[src/hdl/assert_macros.svh]
// Assertion macros shared by the step counter modules.
// Depends on nothing; included by the controller and the datapath.
`ifndef ASSERT_MACROS_SVH
`define ASSERT_MACROS_SVH

// Property that must hold at every clock edge outside reset.
`define AMSC_ASSERT(lbl, clk, rst_n, prop, msg) \
    lbl: assert property (@(posedge clk) disable iff (!rst_n) (prop)) else $error(msg);

// Consequent must hold in the cycle after the antecedent.
`define AMSC_ASSERT_NEXT(lbl, clk, rst_n, ante, cons, msg) \
    lbl: assert property (@(posedge clk) disable iff (!rst_n) (ante) |=> (cons)) else $error(msg);

`endif

[src/hdl/amsc_pkg.sv]
// Types and constants of the acceleration magnitude step counter.
// Used by the controller, datapath and top level.
`default_nettype none

package amsc_pkg;

    localparam int ACCEL_W   = 12;
    localparam int THR_W     = 12;
    localparam int COOL_W    = 8;
    localparam int TOTAL_W   = 32;
    localparam int MAG_W     = 12;
    localparam int RAD_W     = 24;   // sum of three squares of 12-bit values
    localparam int REM_W     = 15;
    localparam int CNT_W     = 4;

    localparam logic [CNT_W-1:0] SQ_LAST   = CNT_W'(2);   // three axes
    localparam logic [CNT_W-1:0] ROOT_LAST = CNT_W'(11);  // twelve root digits

    localparam logic [THR_W-1:0]  HIGH_THR_RESET = THR_W'(1150);
    localparam logic [THR_W-1:0]  LOW_THR_RESET  = THR_W'(1050);
    localparam logic [COOL_W-1:0] COOLDOWN_RESET = COOL_W'(15);

    typedef enum logic [1:0] {
        CFG_HIGH_THR = 2'd0,
        CFG_LOW_THR  = 2'd1,
        CFG_COOLDOWN = 2'd2
    } t_cfg_reg;

    typedef struct packed {
        logic signed [ACCEL_W-1:0] accel_x;
        logic signed [ACCEL_W-1:0] accel_y;
        logic signed [ACCEL_W-1:0] accel_z;
    } t_sample;

    typedef struct packed {
        logic               step_detected;
        logic [TOTAL_W-1:0] total_steps;
        logic [MAG_W-1:0]   smoothed_magnitude;
    } t_result;

    typedef struct packed {
        logic [1:0]       index;
        logic [THR_W-1:0] data;
    } t_cfg_word;

    typedef struct packed {
        logic       load;       // capture the sample, clear the accumulator
        logic       square;     // add the square of one axis
        logic [1:0] axis;       // axis for the square step
        logic       root_step;  // one digit of the square root
        logic       commit;     // update filter and step state, write result word
    } t_ctrl_cmd;

endpackage

`default_nettype wire

[src/hdl/amsc_stream_if.sv]
// Valid/ready channel carrying one payload word of a given type.
// Depends on nothing; the payload types come from amsc_pkg.
`default_nettype none

interface amsc_stream_if #(
    parameter type t_payload = logic
) ();
    logic     valid;
    logic     ready;
    t_payload payload;

    modport source (output valid, output payload, input ready);
    modport sink (input valid, input payload, output ready);
endinterface

`default_nettype wire

[src/hdl/amsc_ctrl.sv]
// Sequencing state machine of the step counter.
// Depends on amsc_pkg; drives the datapath through t_ctrl_cmd.
`default_nettype none
`include "assert_macros.svh"

module amsc_ctrl
    import amsc_pkg::*;
(
    input  wire logic i_clk,
    input  wire logic i_rst_n,
    input  wire logic i_in_valid,
    output logic      o_in_ready,
    output logic      o_out_valid,
    input  wire logic i_out_ready,
    output t_ctrl_cmd o_cmd
);

    typedef enum logic [3:0] {
        ST_IDLE   = 4'b0001,
        ST_SQUARE = 4'b0010,
        ST_ROOT   = 4'b0100,
        ST_UPDATE = 4'b1000
    } t_state;

    t_state           r_state, n_state;
    logic [CNT_W-1:0] r_count, n_count;
    logic             r_out_valid, n_out_valid;

    always_comb begin
        n_state     = r_state;
        n_count     = r_count;
        o_cmd       = '0;
        o_in_ready  = 1'b0;
        case (r_state)
            ST_IDLE: begin
                o_in_ready = 1'b1;
                if (i_in_valid) begin
                    o_cmd.load = 1'b1;
                    n_state    = ST_SQUARE;
                    n_count    = '0;
                end
            end
            ST_SQUARE: begin
                o_cmd.square = 1'b1;
                o_cmd.axis   = r_count[1:0];
                if (r_count == SQ_LAST) begin
                    n_state = ST_ROOT;
                    n_count = '0;
                end else begin
                    n_count = r_count + 1'b1;
                end
            end
            ST_ROOT: begin
                o_cmd.root_step = 1'b1;
                if (r_count == ROOT_LAST) begin
                    n_state = ST_UPDATE;
                end else begin
                    n_count = r_count + 1'b1;
                end
            end
            ST_UPDATE: begin
                // The result register must be free before the state moves on.
                if (!r_out_valid || i_out_ready) begin
                    o_cmd.commit = 1'b1;
                    n_state      = ST_IDLE;
                end
            end
            default: begin
                n_state = ST_IDLE;
            end
        endcase
    end

    always_comb begin
        if (o_cmd.commit) begin
            n_out_valid = 1'b1;
        end else if (i_out_ready) begin
            n_out_valid = 1'b0;
        end else begin
            n_out_valid = r_out_valid;
        end
    end

    always_ff @(posedge i_clk) begin
        if (!i_rst_n) begin
            r_state     <= ST_IDLE;
            r_count     <= '0;
            r_out_valid <= 1'b0;
        end else begin
            r_state     <= n_state;
            r_count     <= n_count;
            r_out_valid <= n_out_valid;
        end
    end

    assign o_out_valid = r_out_valid;

    `AMSC_ASSERT_NEXT(a_accept_starts_square, i_clk, i_rst_n, i_in_valid && o_in_ready, r_state == ST_SQUARE && r_count == '0, "accepted word did not start the square phase")
    `AMSC_ASSERT(a_commit_free_slot, i_clk, i_rst_n, !o_cmd.commit || !r_out_valid || i_out_ready, "commit would overwrite a pending result word")
    `AMSC_ASSERT_NEXT(a_commit_shows_result, i_clk, i_rst_n, o_cmd.commit, r_out_valid && r_state == ST_IDLE, "commit did not present a result word")

endmodule

`default_nettype wire

[src/hdl/amsc_datapath.sv]
// Datapath: sum of squares, digit-by-digit square root, smoothing filter,
// peak hysteresis and step count. Depends on amsc_pkg and assert_macros.svh.
`default_nettype none
`include "assert_macros.svh"

module amsc_datapath
    import amsc_pkg::*;
(
    input  wire logic      i_clk,
    input  wire logic      i_rst_n,
    input  wire t_ctrl_cmd i_cmd,
    input  wire t_sample   i_sample,
    input  wire logic      i_cfg_valid,
    input  wire t_cfg_word i_cfg,
    output t_result        o_result
);

    // Configuration registers.
    logic [THR_W-1:0]  r_high_thr, r_low_thr;
    logic [COOL_W-1:0] r_cool_len;

    // Working registers of one sample.
    t_sample           r_sample;
    logic [RAD_W-1:0]  r_rad;
    logic [REM_W-1:0]  r_rem;
    logic [MAG_W-1:0]  r_root;

    // Persistent step state.
    logic               r_seeded;
    logic [MAG_W-1:0]   r_filter;
    logic [COOL_W-1:0]  r_cool_left;
    logic               r_armed;
    logic [TOTAL_W-1:0] r_step_total;
    t_result            r_out;

    always_ff @(posedge i_clk) begin
        if (!i_rst_n) begin
            r_high_thr <= HIGH_THR_RESET;
            r_low_thr  <= LOW_THR_RESET;
            r_cool_len <= COOLDOWN_RESET;
        end else if (i_cfg_valid) begin
            case (i_cfg.index)
                CFG_HIGH_THR: r_high_thr <= i_cfg.data;
                CFG_LOW_THR:  r_low_thr  <= i_cfg.data;
                CFG_COOLDOWN: r_cool_len <= i_cfg.data[COOL_W-1:0];
                default: begin
                end
            endcase
        end
    end

    // One shared multiplier squares the three axes in turn.
    logic signed [ACCEL_W-1:0]   sq_op;
    logic signed [2*ACCEL_W-1:0] sq_prod;

    always_comb begin
        case (i_cmd.axis)
            2'd0:    sq_op = r_sample.accel_x;
            2'd1:    sq_op = r_sample.accel_y;
            2'd2:    sq_op = r_sample.accel_z;
            default: sq_op = '0;
        endcase
        sq_prod = sq_op * sq_op;
    end

    // One root digit per cycle: the remainder takes the next two radicand bits.
    logic [REM_W-1:0] rem_sh, trial, rem_diff;
    logic             digit;

    always_comb begin
        rem_sh   = {r_rem[REM_W-3:0], r_rad[RAD_W-1 -: 2]};
        trial    = {1'b0, r_root, 2'b01};
        digit    = (rem_sh >= trial);
        rem_diff = rem_sh - trial;
    end

    // Rounding, filter and hysteresis applied at commit.
    logic [MAG_W:0]     mag_sum;
    logic [MAG_W-1:0]   mag;
    logic [MAG_W+1:0]   filt_sum;
    logic [MAG_W-1:0]   filt_new;
    logic [COOL_W-1:0]  cool_dec;
    logic               n_seeded, n_armed, det;
    logic [MAG_W-1:0]   n_filter;
    logic [COOL_W-1:0]  n_cool_left;
    logic [TOTAL_W-1:0] n_step_total;

    always_comb begin
        // Rounds up when the remainder exceeds the root; an exact half cannot occur.
        mag_sum  = {1'b0, r_root} + {{MAG_W{1'b0}}, (r_rem > {3'b000, r_root})};
        mag      = mag_sum[MAG_W-1:0];
        filt_sum = {1'b0, r_filter, 1'b0} + {2'b00, r_filter} + {2'b00, mag};
        filt_new = filt_sum[MAG_W+1:2];
        cool_dec = (r_cool_left != '0) ? r_cool_left - 1'b1 : r_cool_left;

        n_seeded     = 1'b1;
        n_filter     = filt_new;
        n_cool_left  = cool_dec;
        n_armed      = r_armed;
        n_step_total = r_step_total;
        det          = 1'b0;
        if (!r_seeded) begin
            n_filter    = mag;
            n_cool_left = r_cool_left;
        end else if (!r_armed) begin
            if (cool_dec == '0 && filt_new >= r_high_thr) begin
                n_armed = 1'b1;
            end
        end else if (filt_new <= r_low_thr) begin
            n_armed      = 1'b0;
            n_cool_left  = r_cool_len;
            n_step_total = r_step_total + 1'b1;
            det          = 1'b1;
        end
    end

    always_ff @(posedge i_clk) begin
        if (i_cmd.load) begin
            r_sample <= i_sample;
            r_rad    <= '0;
        end else if (i_cmd.square) begin
            r_rad <= r_rad + {1'b0, sq_prod[RAD_W-2:0]};
        end else if (i_cmd.root_step) begin
            r_rad <= {r_rad[RAD_W-3:0], 2'b00};
        end
        if (i_cmd.commit) begin
            r_out.step_detected      <= det;
            r_out.total_steps        <= n_step_total;
            r_out.smoothed_magnitude <= n_filter;
        end
    end

    always_ff @(posedge i_clk) begin
        if (!i_rst_n) begin
            r_rem  <= '0;
            r_root <= '0;
        end else if (i_cmd.load) begin
            r_rem  <= '0;
            r_root <= '0;
        end else if (i_cmd.root_step) begin
            r_rem  <= digit ? rem_diff : rem_sh;
            r_root <= {r_root[MAG_W-2:0], digit};
        end
    end

    always_ff @(posedge i_clk) begin
        if (!i_rst_n) begin
            r_seeded     <= 1'b0;
            r_filter     <= '0;
            r_cool_left  <= '0;
            r_armed      <= 1'b0;
            r_step_total <= '0;
        end else if (i_cmd.commit) begin
            r_seeded     <= n_seeded;
            r_filter     <= n_filter;
            r_cool_left  <= n_cool_left;
            r_armed      <= n_armed;
            r_step_total <= n_step_total;
        end
    end

    assign o_result = r_out;

    `AMSC_ASSERT(a_root_rem_bound, i_clk, i_rst_n, r_rem <= {2'b00, r_root, 1'b0}, "root remainder exceeds twice the partial root")
    `AMSC_ASSERT_NEXT(a_total_tracks_step, i_clk, i_rst_n, i_cmd.commit, r_step_total == $past(r_step_total) + {{(TOTAL_W-1){1'b0}}, r_out.step_detected}, "step total does not follow the step flag")

endmodule

`default_nettype wire

[src/hdl/accel_magnitude_step_counter_top.sv]
// Each sample passes in order through the accept cycle in idle, the shared squaring
// multiplier, the one-digit-per-cycle square root and the commit; the next sample is
// taken only once idle again. A new sample is taken while the previous result word still
// waits; a stalled output holds the next sample at its commit, and then the input stalls
// too. Reset (synchronous, active low) restores register defaults and clears the control,
// root and step state; the sample, radicand and result word registers are not reset.
`default_nettype none

module accel_magnitude_step_counter_top
    import amsc_pkg::*;
(
    input  wire logic   i_clk,
    input  wire logic   i_rst_n,
    amsc_stream_if.sink   i_sample,
    amsc_stream_if.source o_result,
    amsc_stream_if.sink   i_cfg
);

    t_ctrl_cmd cmd;

    assign i_cfg.ready = 1'b1;

    amsc_ctrl u_ctrl (
        .i_clk       (i_clk),
        .i_rst_n     (i_rst_n),
        .i_in_valid  (i_sample.valid),
        .o_in_ready  (i_sample.ready),
        .o_out_valid (o_result.valid),
        .i_out_ready (o_result.ready),
        .o_cmd       (cmd)
    );

    amsc_datapath u_datapath (
        .i_clk       (i_clk),
        .i_rst_n     (i_rst_n),
        .i_cmd       (cmd),
        .i_sample    (i_sample.payload),
        .i_cfg_valid (i_cfg.valid),
        .i_cfg       (i_cfg.payload),
        .o_result    (o_result.payload)
    );

endmodule

`default_nettype wire
[src/flat_wrapper.sv]
// flat-port wrapper written by rule: the top's interface ports become plain ports
module accel_magnitude_step_counter_top_flat import amsc_pkg::*;
  (i_clk, i_rst_n, i_sample_valid, i_sample_payload, i_sample_ready, o_result_valid, o_result_payload, o_result_ready, i_cfg_valid, i_cfg_payload, i_cfg_ready);
  amsc_stream_if i_sample_i ();
  amsc_stream_if o_result_i ();
  amsc_stream_if i_cfg_i ();
  input  wire logic i_clk;
  input  wire logic i_rst_n;
  input wire logic [$bits(i_sample_i.valid)-1:0] i_sample_valid;
  input wire logic [$bits(i_sample_i.payload)-1:0] i_sample_payload;
  output wire logic [$bits(i_sample_i.ready)-1:0] i_sample_ready;
  output wire logic [$bits(o_result_i.valid)-1:0] o_result_valid;
  output wire logic [$bits(o_result_i.payload)-1:0] o_result_payload;
  input wire logic [$bits(o_result_i.ready)-1:0] o_result_ready;
  input wire logic [$bits(i_cfg_i.valid)-1:0] i_cfg_valid;
  input wire logic [$bits(i_cfg_i.payload)-1:0] i_cfg_payload;
  output wire logic [$bits(i_cfg_i.ready)-1:0] i_cfg_ready;
  assign i_sample_i.valid = i_sample_valid;
  assign i_sample_i.payload = i_sample_payload;
  assign i_sample_ready = i_sample_i.ready;
  assign o_result_valid = o_result_i.valid;
  assign o_result_payload = o_result_i.payload;
  assign o_result_i.ready = o_result_ready;
  assign i_cfg_i.valid = i_cfg_valid;
  assign i_cfg_i.payload = i_cfg_payload;
  assign i_cfg_ready = i_cfg_i.ready;
  accel_magnitude_step_counter_top u_core (.i_clk(i_clk), .i_rst_n(i_rst_n), .i_sample(i_sample_i), .o_result(o_result_i), .i_cfg(i_cfg_i));
endmodule
[config.mk]
export PLATFORM = sky130hd
export DESIGN_NAME = accel_magnitude_step_counter_top_flat
export DESIGN_NICKNAME = d
export VERILOG_FILES = /design/src/hdl/amsc_pkg.sv /design/src/hdl/amsc_stream_if.sv /design/src/hdl/amsc_ctrl.sv /design/src/hdl/amsc_datapath.sv /design/src/hdl/accel_magnitude_step_counter_top.sv /design/src/flat_wrapper.sv
export VERILOG_INCLUDE_DIRS = /design/src /design/src/hdl
export SDC_FILE = /design/constraint.sdc
export NUM_CORES = 1
export LEC_CHECK = 0
export ABC_AREA = 1
export BUFFER_PORTS_ARGS = -buffer_cell sky130_fd_sc_hd__buf_2
export CAP_MARGIN = 20
export CORE_UTILIZATION = 33
export DETAILED_ROUTE_END_ITERATION = 10
export HOLD_SLACK_MARGIN = 0.1
export PLACE_DENSITY = 0.48
export RECOVER_POWER = 25
export SLEW_MARGIN = 15
export SYNTH_ARGS = -nofsm -noshare
export SYNTH_HDL_FRONTEND = slang
export SYNTH_SLANG_ARGS = --single-unit
[constraint.sdc]
create_clock -name i_clk -period 6.4 [get_ports i_clk]
set_input_delay 1.6 -clock i_clk [delete_from_list [all_inputs] [get_ports i_clk]]
set_output_delay 1.6 -clock i_clk [all_outputs]
set_load 0.02 [all_outputs]
# Word level (Yosys, flattened, before mapping)
# Index checks and enable logic that the tools add are counted.
[op_classes] div_mod_pow=0 n_eq_ne=12 bitwise=1 n_lt_le_gt_ge=2 addsub=6 n_reduce_logical=8 muxes=23 n_mul=1 shifts=0
[op_table] operator="24-bit 2-to-1 mux" n=2
[op_table] operator="4-bit 2-to-1 mux" n=7
[op_table] operator="24-bit by 23-bit adder with 24-bit output" n=1
[op_table] operator="12-bit by 12-bit multiplier with 23-bit output" n=1
[op_table] operator="4-bit case mux with 4 select lines" n=1
[op_table] operator="15-bit by 14-bit >= comparator with 1-bit output" n=1
[op_table] operator="15-bit by 12-bit > comparator with 1-bit output" n=1
[op_table] operator="15-bit 2-to-1 mux" n=1
[op_table] operator="15-bit by 14-bit subtractor with 15-bit output" n=1
[op_table] operator="13-bit by 12-bit adder with 14-bit output" n=1
[op_table] operator="14-bit by 12-bit adder with 14-bit output" n=1
[op_table] operator="12-bit by 1-bit adder with 12-bit output" n=1
[op_table] operator="12-bit 2-to-1 mux" n=1
[op_table] operator="4-bit case mux with 3 select lines" n=1
[op_table] operator="2-bit != test (second input constant)" n=5
[op_table] operator="1-bit 2-to-1 mux" n=9
[op_table] operator="4-bit by 2-bit equality test with 1-bit output (second input constant)" n=2
[op_table] operator="4-bit equality test (second input constant)" n=2
[op_table] operator="4-bit by 1-bit adder with 4-bit output (second input constant)" n=1
[op_table] operator="4-bit by 1-bit equality test with 1-bit output (second input constant)" n=1
[op_table] operator="4-bit by 3-bit equality test with 1-bit output (second input constant)" n=1
[op_table] operator="4-bit AND reduction" n=1
[op_table] operator="2-bit nonzero test" n=2
[op_table] operator="3-bit 2-to-1 mux" n=1
[op_table] operator="7 further kinds" n=7
[word_totals] mem_bits_rw=0 ff_bits=75 rom_bits=0 out_inout_bits=4 n_memories=0 latch_bits=0

# Depth between registers and ports, before layout
# Gate-level depths: netlist of the first run.
[logic_depth] ltp_word=7 ltp_mapped=31 depth_no_buf=31

# Cells and area by module
# A second synthesis of the first run with hierarchy kept.
[unflattened] hier_cells=2491 hier_area_um2=18805.5
[by_module_without_submodules] module="amsc_datapath" n_inst=1 area_each_um2=18139.9 cells_per_inst=2393 seq_area_each_um2=5175.0
[by_module_without_submodules] module="amsc_ctrl" n_inst=1 area_each_um2=650.6 cells_per_inst=95 seq_area_each_um2=180.2
[by_module_without_submodules] module="accel_magnitude_step_counter_top" n_inst=1 area_each_um2=15.0 cells_per_inst=3 seq_area_each_um2=0.0

# Least setup slack after synthesis of the first run
# Ideal clock, no wire load.
[synth_timing] path_type="reg-to-reg" startpoint="reg u_core.u_datapath.r_root[5]" endpoint="reg u_core.u_datapath.r_filter[7]" arrival_ps=3900 stages_incl_launch_ff=26 setup_slack_ps=2391 t_required_ps=6291 cell_sequence="dfxtp_1 -> inv_1 -> ha_1 -> nand2_1 -> nor2_1 -> and2_1 -> o21ai_0 -> nand2_1 -> a21oi_1 -> o21ai_0 -> ha_1 -> ha_1 -> nand2_1 -> nor2_1 -> xor2_1 -> fa_1 -> ha_1 -> a21oi_1 -> nand2_1 -> nand2_1 -> nand2_1 -> or2_2 -> nand3_1 -> nand3_1 -> nand2_1 -> inv_1"
[synth_via] elab_chain_len=4
[synth_lines] item="from (decl)" line_no="amsc_datapath.sv:26" text="logic [MAG_W-1:0] r_root;"
[synth_lines] item="from (signal assigned)" line_no="amsc_datapath.sv:142" text="r_root <= {r_root[MAG_W-2:0], digit};"
[synth_lines] item="15-bit by 12-bit > comparator with 1-bit output" line_no="amsc_datapath.sv:90" text="mag_sum = {1'b0, r_root} + {{MAG_W{1'b0}}, (r_rem > {3'b000, r_root})};"
[synth_lines] item="12-bit by 1-bit adder with 12-bit output *" line_no="amsc_datapath.sv:90"
[synth_lines] item="14-bit by 12-bit adder with 14-bit output" line_no="amsc_datapath.sv:92" text="filt_sum = {1'b0, r_filter, 1'b0} + {2'b00, r_filter} + {2'b00, mag};"
[synth_lines] item="12-bit 2-to-1 mux *" line_no="amsc_datapath.sv:102" text="if (!r_seeded) begin"
[synth_lines] item="to (signal assigned)" line_no="amsc_datapath.sv:155" text="r_filter <= n_filter;"
[synth_lines] item="to (decl)" line_no="amsc_datapath.sv:30" text="logic [MAG_W-1:0] r_filter;"
# Every way passes the cells marked *; elsewhere a longest branch is shown, timed or not.
# A chain may end at the register's enable or synchronous reset.

# Final worst setup path of the first run
[layout_timing] startpoint="reg u_core.u_datapath.r_root[4]" endpoint="reg u_core.u_datapath.r_filter[7]"
# Same word-level chain as after synthesis.

==> results of run 1 <==
==> cells by family after synthesis <==
family / count (synthesis) / share of synthesized area
simple gates: 490 / 0.3548
fa+ha+maj: 44 / 0.1093
buf+inv: 160 / 0.1063
other cells: 1 / 0.0006399
xor+xnor: 19 / 0.02839
flops: 75 / 0.2596
compound gates: 156 / 0.1409
==> report_power, final <==
part	total (W)	switching [W]	internal [W]	leakage (nW)
registers	0.000508	0.0000213	0.000487	0.609
clock network	0.000527	0.000249	0.000278	0.148
logic	0.000220	0.000151	0.0000687	2.04
total	0.00126	0.000422	0.000833	2.80
==> final timing paths <==
| path | startpoint | to | slack, ns |
|---|---|---|---|
| min reg2reg | u_core.u_datapath.r_rem[13] | u_core.u_datapath.r_rem[13] | 0.47 |
| max reg2reg | u_core.u_datapath.r_root[4] | u_core.u_datapath.r_filter[7] | 1.52 |
| min | u_core.u_datapath.r_rem[13] | u_core.u_datapath.r_rem[13] | 0.47 |
| max | u_core.u_datapath.r_root[4] | u_core.u_datapath.r_filter[7] | 1.52 |
==> cell type report <==
| cell class | instances | area, um^2 | share of cell area |
|---|---|---|---|
| timing repair buffer | 11 | 61.31 | 0.009610 |
| clock inverter | 7 | 73.82 | 0.01157 |
| clock buffer | 9 | 225.2 | 0.03530 |
| tap | 225 | 281.5 | 0.04413 |
| multi-input combinational | 710 | 3714 | 0.5821 |
| inverter | 134 | 503.0 | 0.07884 |
| sequential | 75 | 1521 | 0.2385 |
==> critical path, stage by stage, from the launching register on <==
cell	delay, ns
dfxtp_1	0.48
inv_1	0.10
ha_1	0.39
nand2_1	0.12
nor2_1	0.16
and2_1	0.17
o21ai_0	0.12
nand2_1	0.09
a21oi_1	0.06
o21ai_0	0.19
ha_1	0.20
ha_1	0.17
nand2_1	0.08
nor2_1	0.27
xor2_1	0.27
fa_1	0.46
ha_1	0.37
a21oi_1	0.20
nand2_1	0.14
nand2_1	0.10
nand2_1	0.10
or2_2	0.28
nand3_1	0.08
nand3_1	0.08
nand2_1	0.09
inv_1	0.03
==> layer usage <==
layer / vias to the layer above / global-route usage / routed length, um
met5: - / 0 / 0
met4: 0 / 0.03371 / 112
met3: 8 / 0.03629 / 363
met2: 44 / 0.3048 / 7231
met1: 2529 / 0.2594 / 8356
li1: 3033 / - / -
==> Yosys cell counts <==
master,count,area [um^2]
or2_2,2,12.51
o21a_1,2,15.01
buf_2,9,45.04
ha_1,32,400.4
nand2_1,289,1085
nand2_4,1,11.26
inv_2,8,30.03
xor2_1,15,131.4
o211ai_1,6,45.04
nor3b_1,1,7.510
nor3_4,1,16.27
and3_1,1,6.260
a31oi_1,9,56.30
nor3_2,2,20.02
nand4_1,16,100.1
buf_4,1,7.510
and2_1,2,12.51
a21oi_1,85,425.4
a21o_1,1,7.510
clkbuf_1,15,56.30
a211oi_1,2,15.01
fa_1,12,240.2
inv_1,126,473.0
conb_1,1,3.750
edfxtp_1,2,60.06
nand3b_1,5,37.54
o22ai_1,1,6.260
nor2_4,1,11.26
dfxtp_1,73,1461
nand2_2,1,6.260
nand3_1,73,365.4
nor2_2,3,18.77
buf_6,1,11.26
o21ai_1,5,25.02
o21bai_1,2,15.01
o21ai_0,43,215.2
xnor2_1,4,35.03
nand3_2,1,10.01
nor2_1,77,289.0
nor3_1,14,70.07
==> stage by stage <==
step | hold slack [ns] | setup slack, ns | utilization | std cells
final | 0.4739 | 1.517 | 0.3689 | 1171
after global routing | 0.4930 | 0.9900 | 0.3689 | 1171
after CTS | 0.4759 | 1.504 | 0.3692 | 1171
after detailed placement | 0.4652 | 1.518 | 0.3519 | 1155
after global placement | 0.4621 | 1.504 | 0.3519 | 1155
after floorplan | 0.4448 | 2.391 | - | 945
==> sequential cells by signal, indices dropped and copies added, names as in the netlist <==
name / cells
u_core.u_datapath.r_rem: 15
u_core.u_datapath.r_rad: 24
u_core.u_datapath.r_filter: 12
u_core.u_datapath.o_result: 1
u_core.u_ctrl.r_count: 4
u_core.u_ctrl.r_state: 4
u_core.u_datapath.r_root: 12
u_core.u_datapath.r_sample: 1
u_core.u_ctrl.o_out_valid: 1
u_core.u_datapath.r_seeded: 1
==> reports/qor.yml, run 1 <==
row_count: 48
synth_area_um2: 5861
report.final.hold_viol_count: 0
die_area_um2: 18300
finalSetupViolCount: 0
final_area_um2: 6380
status: "complete, but fails checks"
antenna_found_initial: 0
cap_violations: 1
io_buffers: 7
chipHeight_um: 135.3
grt_start_max_net_pins: 44
initial_core_util: 0.3388
io_pins: 11
layout_commonest_cell: "nand2_1"
grt_pass1_vias: 5342
final_cell_mix: "nand2_1 (289), inv_1 (127), a21oi_1 (85), nor2_1 (78)"
min_path_type: "flop to flop"
clkTransAtPathRegs_ns: 0.07
synth_cell_types: 40
synth_seq_cells: 75
dp_hpwl_um: 11870
finalNetCount: 992
maxSlewViolCount: 24
gp_congestion: 0.8416
violations: "max-capacitance violations, max-slew violations"
grt_pass1_wl_um: 27030
fp.dieW_um: 135.3
period_minus_slack_ns: 4.883
areaGrowthSynthToFinish_pct: 8.860
cts_tree: "built"
cts_setup_buffers: 0
period_share: 0.7629
synth-warning-count: 0
fill_cells: 1944
slew_headroom: -0.07989
p_leak_nw: 2.802
required_ns: 6.65
synth_fp_nets: 996
drtPass1Iterations: 5
synth_area_per_cell_um2: 6.202
insertion_delay_ns: 0.36
powerDensity_nw_per_um2: 196.8
cp_max_fo: 6
wl_um: 16060
crit_arrival_ns: 5.14
crit_type: "flop to flop"
fin_tns_setup_ns: 0
ctsHoldBuffers: 0
route.detailed.drc: 0
worst_pin_slew_ns: 1.614
ctsLongestPathBuffers: 2
antenna_left: 0
clock.fmax_mhz: 204.8
cts_buffers: 9
cts_resized: 0
yosysSeqAreaShare: 0.2596
clkSinkCount: 75
max-vdd-ir-drop_mv: 0.1799
grt.total_usage: 0.1880
endpoint_kind: "flop"
cts-root-buf: "clkbuf_16"
core_um2: 17300
rsz0062_at_grt: "false"
dr.first_iter.drc_count: 277
viasPerCell: 4.794
start_kind: "flop"
finalPower_w: 0.001255
drive_gt1_frac: 0.04440
placed_area_um2: 6087
synthCells: 945
drt-wirelength-per-cell_um: 13.72
whs_path_depth: 2
via_count: 5614
antenna_cells: 0
htree_levels: 3
globalRouteOverflowTotal: 0
reg2reg_depth: 25
fin_worst_skew_ns: 0.008936
(Power assumes the default switching activity.)
==> inputs of run 2 (changes only) <==
Settings changed: PLACE_DENSITY 0.48 to 0.5.
Clock period 6.4 ns to 4.4 ns, I/O delays scaled along.
==> run 2 against run 1 <==
Against the previous run:
- the flow still finishes with violations (max-capacitance violations, max-slew violations)
- clock power grew 61%
- sequential power grew 45%
- final cell count increased by 3.6%
- first-iteration DRC count increased by 4.0%
- via count grew 4.3%
- largest cell class unchanged
==> reports/qor.yml, run 2 (synthesis gave the netlist of run 1 again) <==
status: "complete, but fails checks"
post-route-util: 0.4023  # +0.03342
cts_buffers: 9  # unchanged
clkSinkCount: 75  # unchanged
antenna_cells: 0  # unchanged
switchingPower_w: 0.0005840  # +38%
grt_start_max_net_pins: 44  # unchanged
whs_ns: 0.4671  # -0.006766 ns
required_ns: 4.64  # -2.01 ns
combPwrFrac: 0.172  # -0.003
row_count: 48  # unchanged
finalWorstSetupSlack_ns: 0.3165  # -1.201 ns
largest_reg_flops: 24  # unchanged
period_share: 0.9281  # +0.1651
grt_pass1_vias: 5483  # +2.6%
clkPwrFrac: 0.443  # +0.023
ctsHoldBuffers: 0  # unchanged
fp.dieW_um: 135.3  # unchanged
p_int_w: 0.001332  # +60%
core_um2: 17300  # unchanged
largest_register: "u_core.u_datapath.r_rad"
finalSetupViolCount: 0  # unchanged
netSwitchingFraction: 0.3048  # -0.03139
maxSlewViolCount: 44  # +83%
crit_arrival_ns: 4.32  # -0.82 ns
violations: "max-capacitance violations, max-slew violations"
fin_worst_skew_ns: 0.007386  # -0.001549 ns
gp_congestion: 0.8312  # -1.2%
period_minus_slack_ns: 4.083  # -0.7993 ns
viasPerCell: 4.827  # +0.68%
pre_cts_slack_ns: 0.01731  # -1.500 ns
endpoint_kind: "flop"
via_count: 5855  # +4.3%
die_area_um2: 18300  # unchanged
dp_hpwl_um: 12120  # +2.1%
min_path_type: "flop to flop"
ctsLongestPathBuffers: 2  # unchanged
final_cell_mix: "nand2_1 (282), inv_1 (121), a21oi_1 (79), nor2_1 (72), nand3_1 (72)"
fill_cells: 1940  # -0.21%
chipHeight_um: 135.3  # unchanged
route.detailed.drc: 0  # unchanged
antenna_found_initial: 0  # unchanged
globalRouteOverflowTotal: 0  # unchanged
max-vdd-ir-drop_mv: 0.2109  # +17%
cap_violations: 1  # unchanged
p_leak_nw: 3.013  # +7.5%
grt.total_usage: 0.1904  # +0.002386
worst_pin_slew_ns: 2.026  # +0.4121 ns
cp_max_fo: 5  # -1
seq_power_share: 0.386  # -0.019
wl_um: 16450  # +2.4%
clock.fmax_mhz: 244.9  # +20%
cts_tree: "built"
dp.cells: 1196  # +3.5%
dr.first_iter.drc_count: 288  # +4.0%
cts-root-buf: "clkbuf_16"
grt_pass1_wl_um: 27230  # +0.71%
powerDensity_nw_per_um2: 275.3  # +40%
drive_gt1_frac: 0.1296  # +0.08516
io_pins: 11  # unchanged
start_kind: "flop"
antenna_left: 0  # unchanged
areaGrowthSynthToFinish_pct: 18.72
slew_headroom: -0.3507  # -0.2708
report.final.hold_viol_count: 0  # unchanged
finalPower_w: 0.001916  # +53%
layout_commonest_cell: "nand2_1"
insertion_delay_ns: 0.35  # about the same
drt-wirelength-per-cell_um: 13.56  # -1.2%
crit_type: "flop to flop"
htree_levels: 3  # unchanged
io_buffers: 7  # unchanged
finalNetCount: 1034  # +4.2%
clkTransAtPathRegs_ns: 0.07  # about the same
finalNonFillerCells: 1213  # +3.6%
initial_core_util: 0.3388  # unchanged
largest_registers: "u_core.u_datapath.r_rad: 24 flops, u_core.u_datapath.r_rem: 15 flops"
drtPass1Iterations: 5  # unchanged
run 2: per-layer routing:
metal / share of wire / global-route usage / routed length, um
met5: 0 / 0 / 0
met4: 0.013 / 0.04557 / 211
met3: 0.029 / 0.03741 / 473
met2: 0.45 / 0.3105 / 7436
met1: 0.51 / 0.2566 / 8325
run 2: power by group through the flow:
stage                     logic (W)  registers, W  clock network, W
after CTS                  0.000332      0.000739          0.000876
final                      0.000329      0.000739          0.000848
after global placement     0.000330      0.000755                 0
after global routing       0.000370      0.000744          0.000898
after detailed placement   0.000330      0.000755                 0
after floorplan            0.000252      0.000746                 0
run 2: what timing repair did:
action | CTS | global route
setup buffers | 0 | 1
endpoints found under the setup margin | 3 | 10
gates resized for setup | 2 | 50
pin swaps | 1 | 11
endpoints found under the hold margin | 0 | 0
run 2: critical path, stage by stage, from the launching register on:
cell and delay (ns):
dfxtp_1 0.33, inv_1 0.10, ha_4 0.28, nand2_2 0.07, nor2_4 0.11, and2_4 0.15, o21ai_1 0.07, nand2_1 0.09
a21oi_2 0.05, o21ai_1 0.16, ha_2 0.20, ha_2 0.19, nand2_2 0.07, nor2_2 0.12, xor2_1 0.24, fa_1 0.46
ha_2 0.38, buf_4 0.12, nand2_1 0.08, o21bai_1 0.20, a21oi_1 0.08, or2_2 0.29, nand3_1 0.07, a21oi_1 0.07
run 2: worst paths after layout:
kind	endpoint	depth (start not counted)	slack [ns]	start
hold / removal	u_core.u_datapath.r_rem[13]	2	0.47	u_core.u_datapath.r_rem[13]
setup reg to reg	u_core.u_datapath.r_filter[4]	23	0.32	u_core.u_datapath.r_root[9]
hold reg to reg	u_core.u_datapath.r_rem[13]	2	0.47	u_core.u_datapath.r_rem[13]
setup / recovery	u_core.u_datapath.r_filter[4]	23	0.32	u_core.u_datapath.r_root[9]
run 2: stage by stage:
| step | setup TNS (ns) | area [um^2] |
|---|---|---|
| after global routing | -0.04733 | 6958 |
| after detailed placement | 0 | 6395 |
| after CTS | 0 | 6741 |
| after floorplan | 0 | 5861 |
| final | 0 | 6958 |
| after global placement | 0 | 6395 |
run 2: layout make-up:
type	count	area, um^2	share of cell area
clock buffer	10	239.0	0.03435
clock inverter	6	96.34	0.01385
inverter	134	503.0	0.07229
multi-input combinational	710	3948	0.5673
sequential	75	1525	0.2192
tap	225	281.5	0.04046
timing repair buffer	53	365.4	0.05251
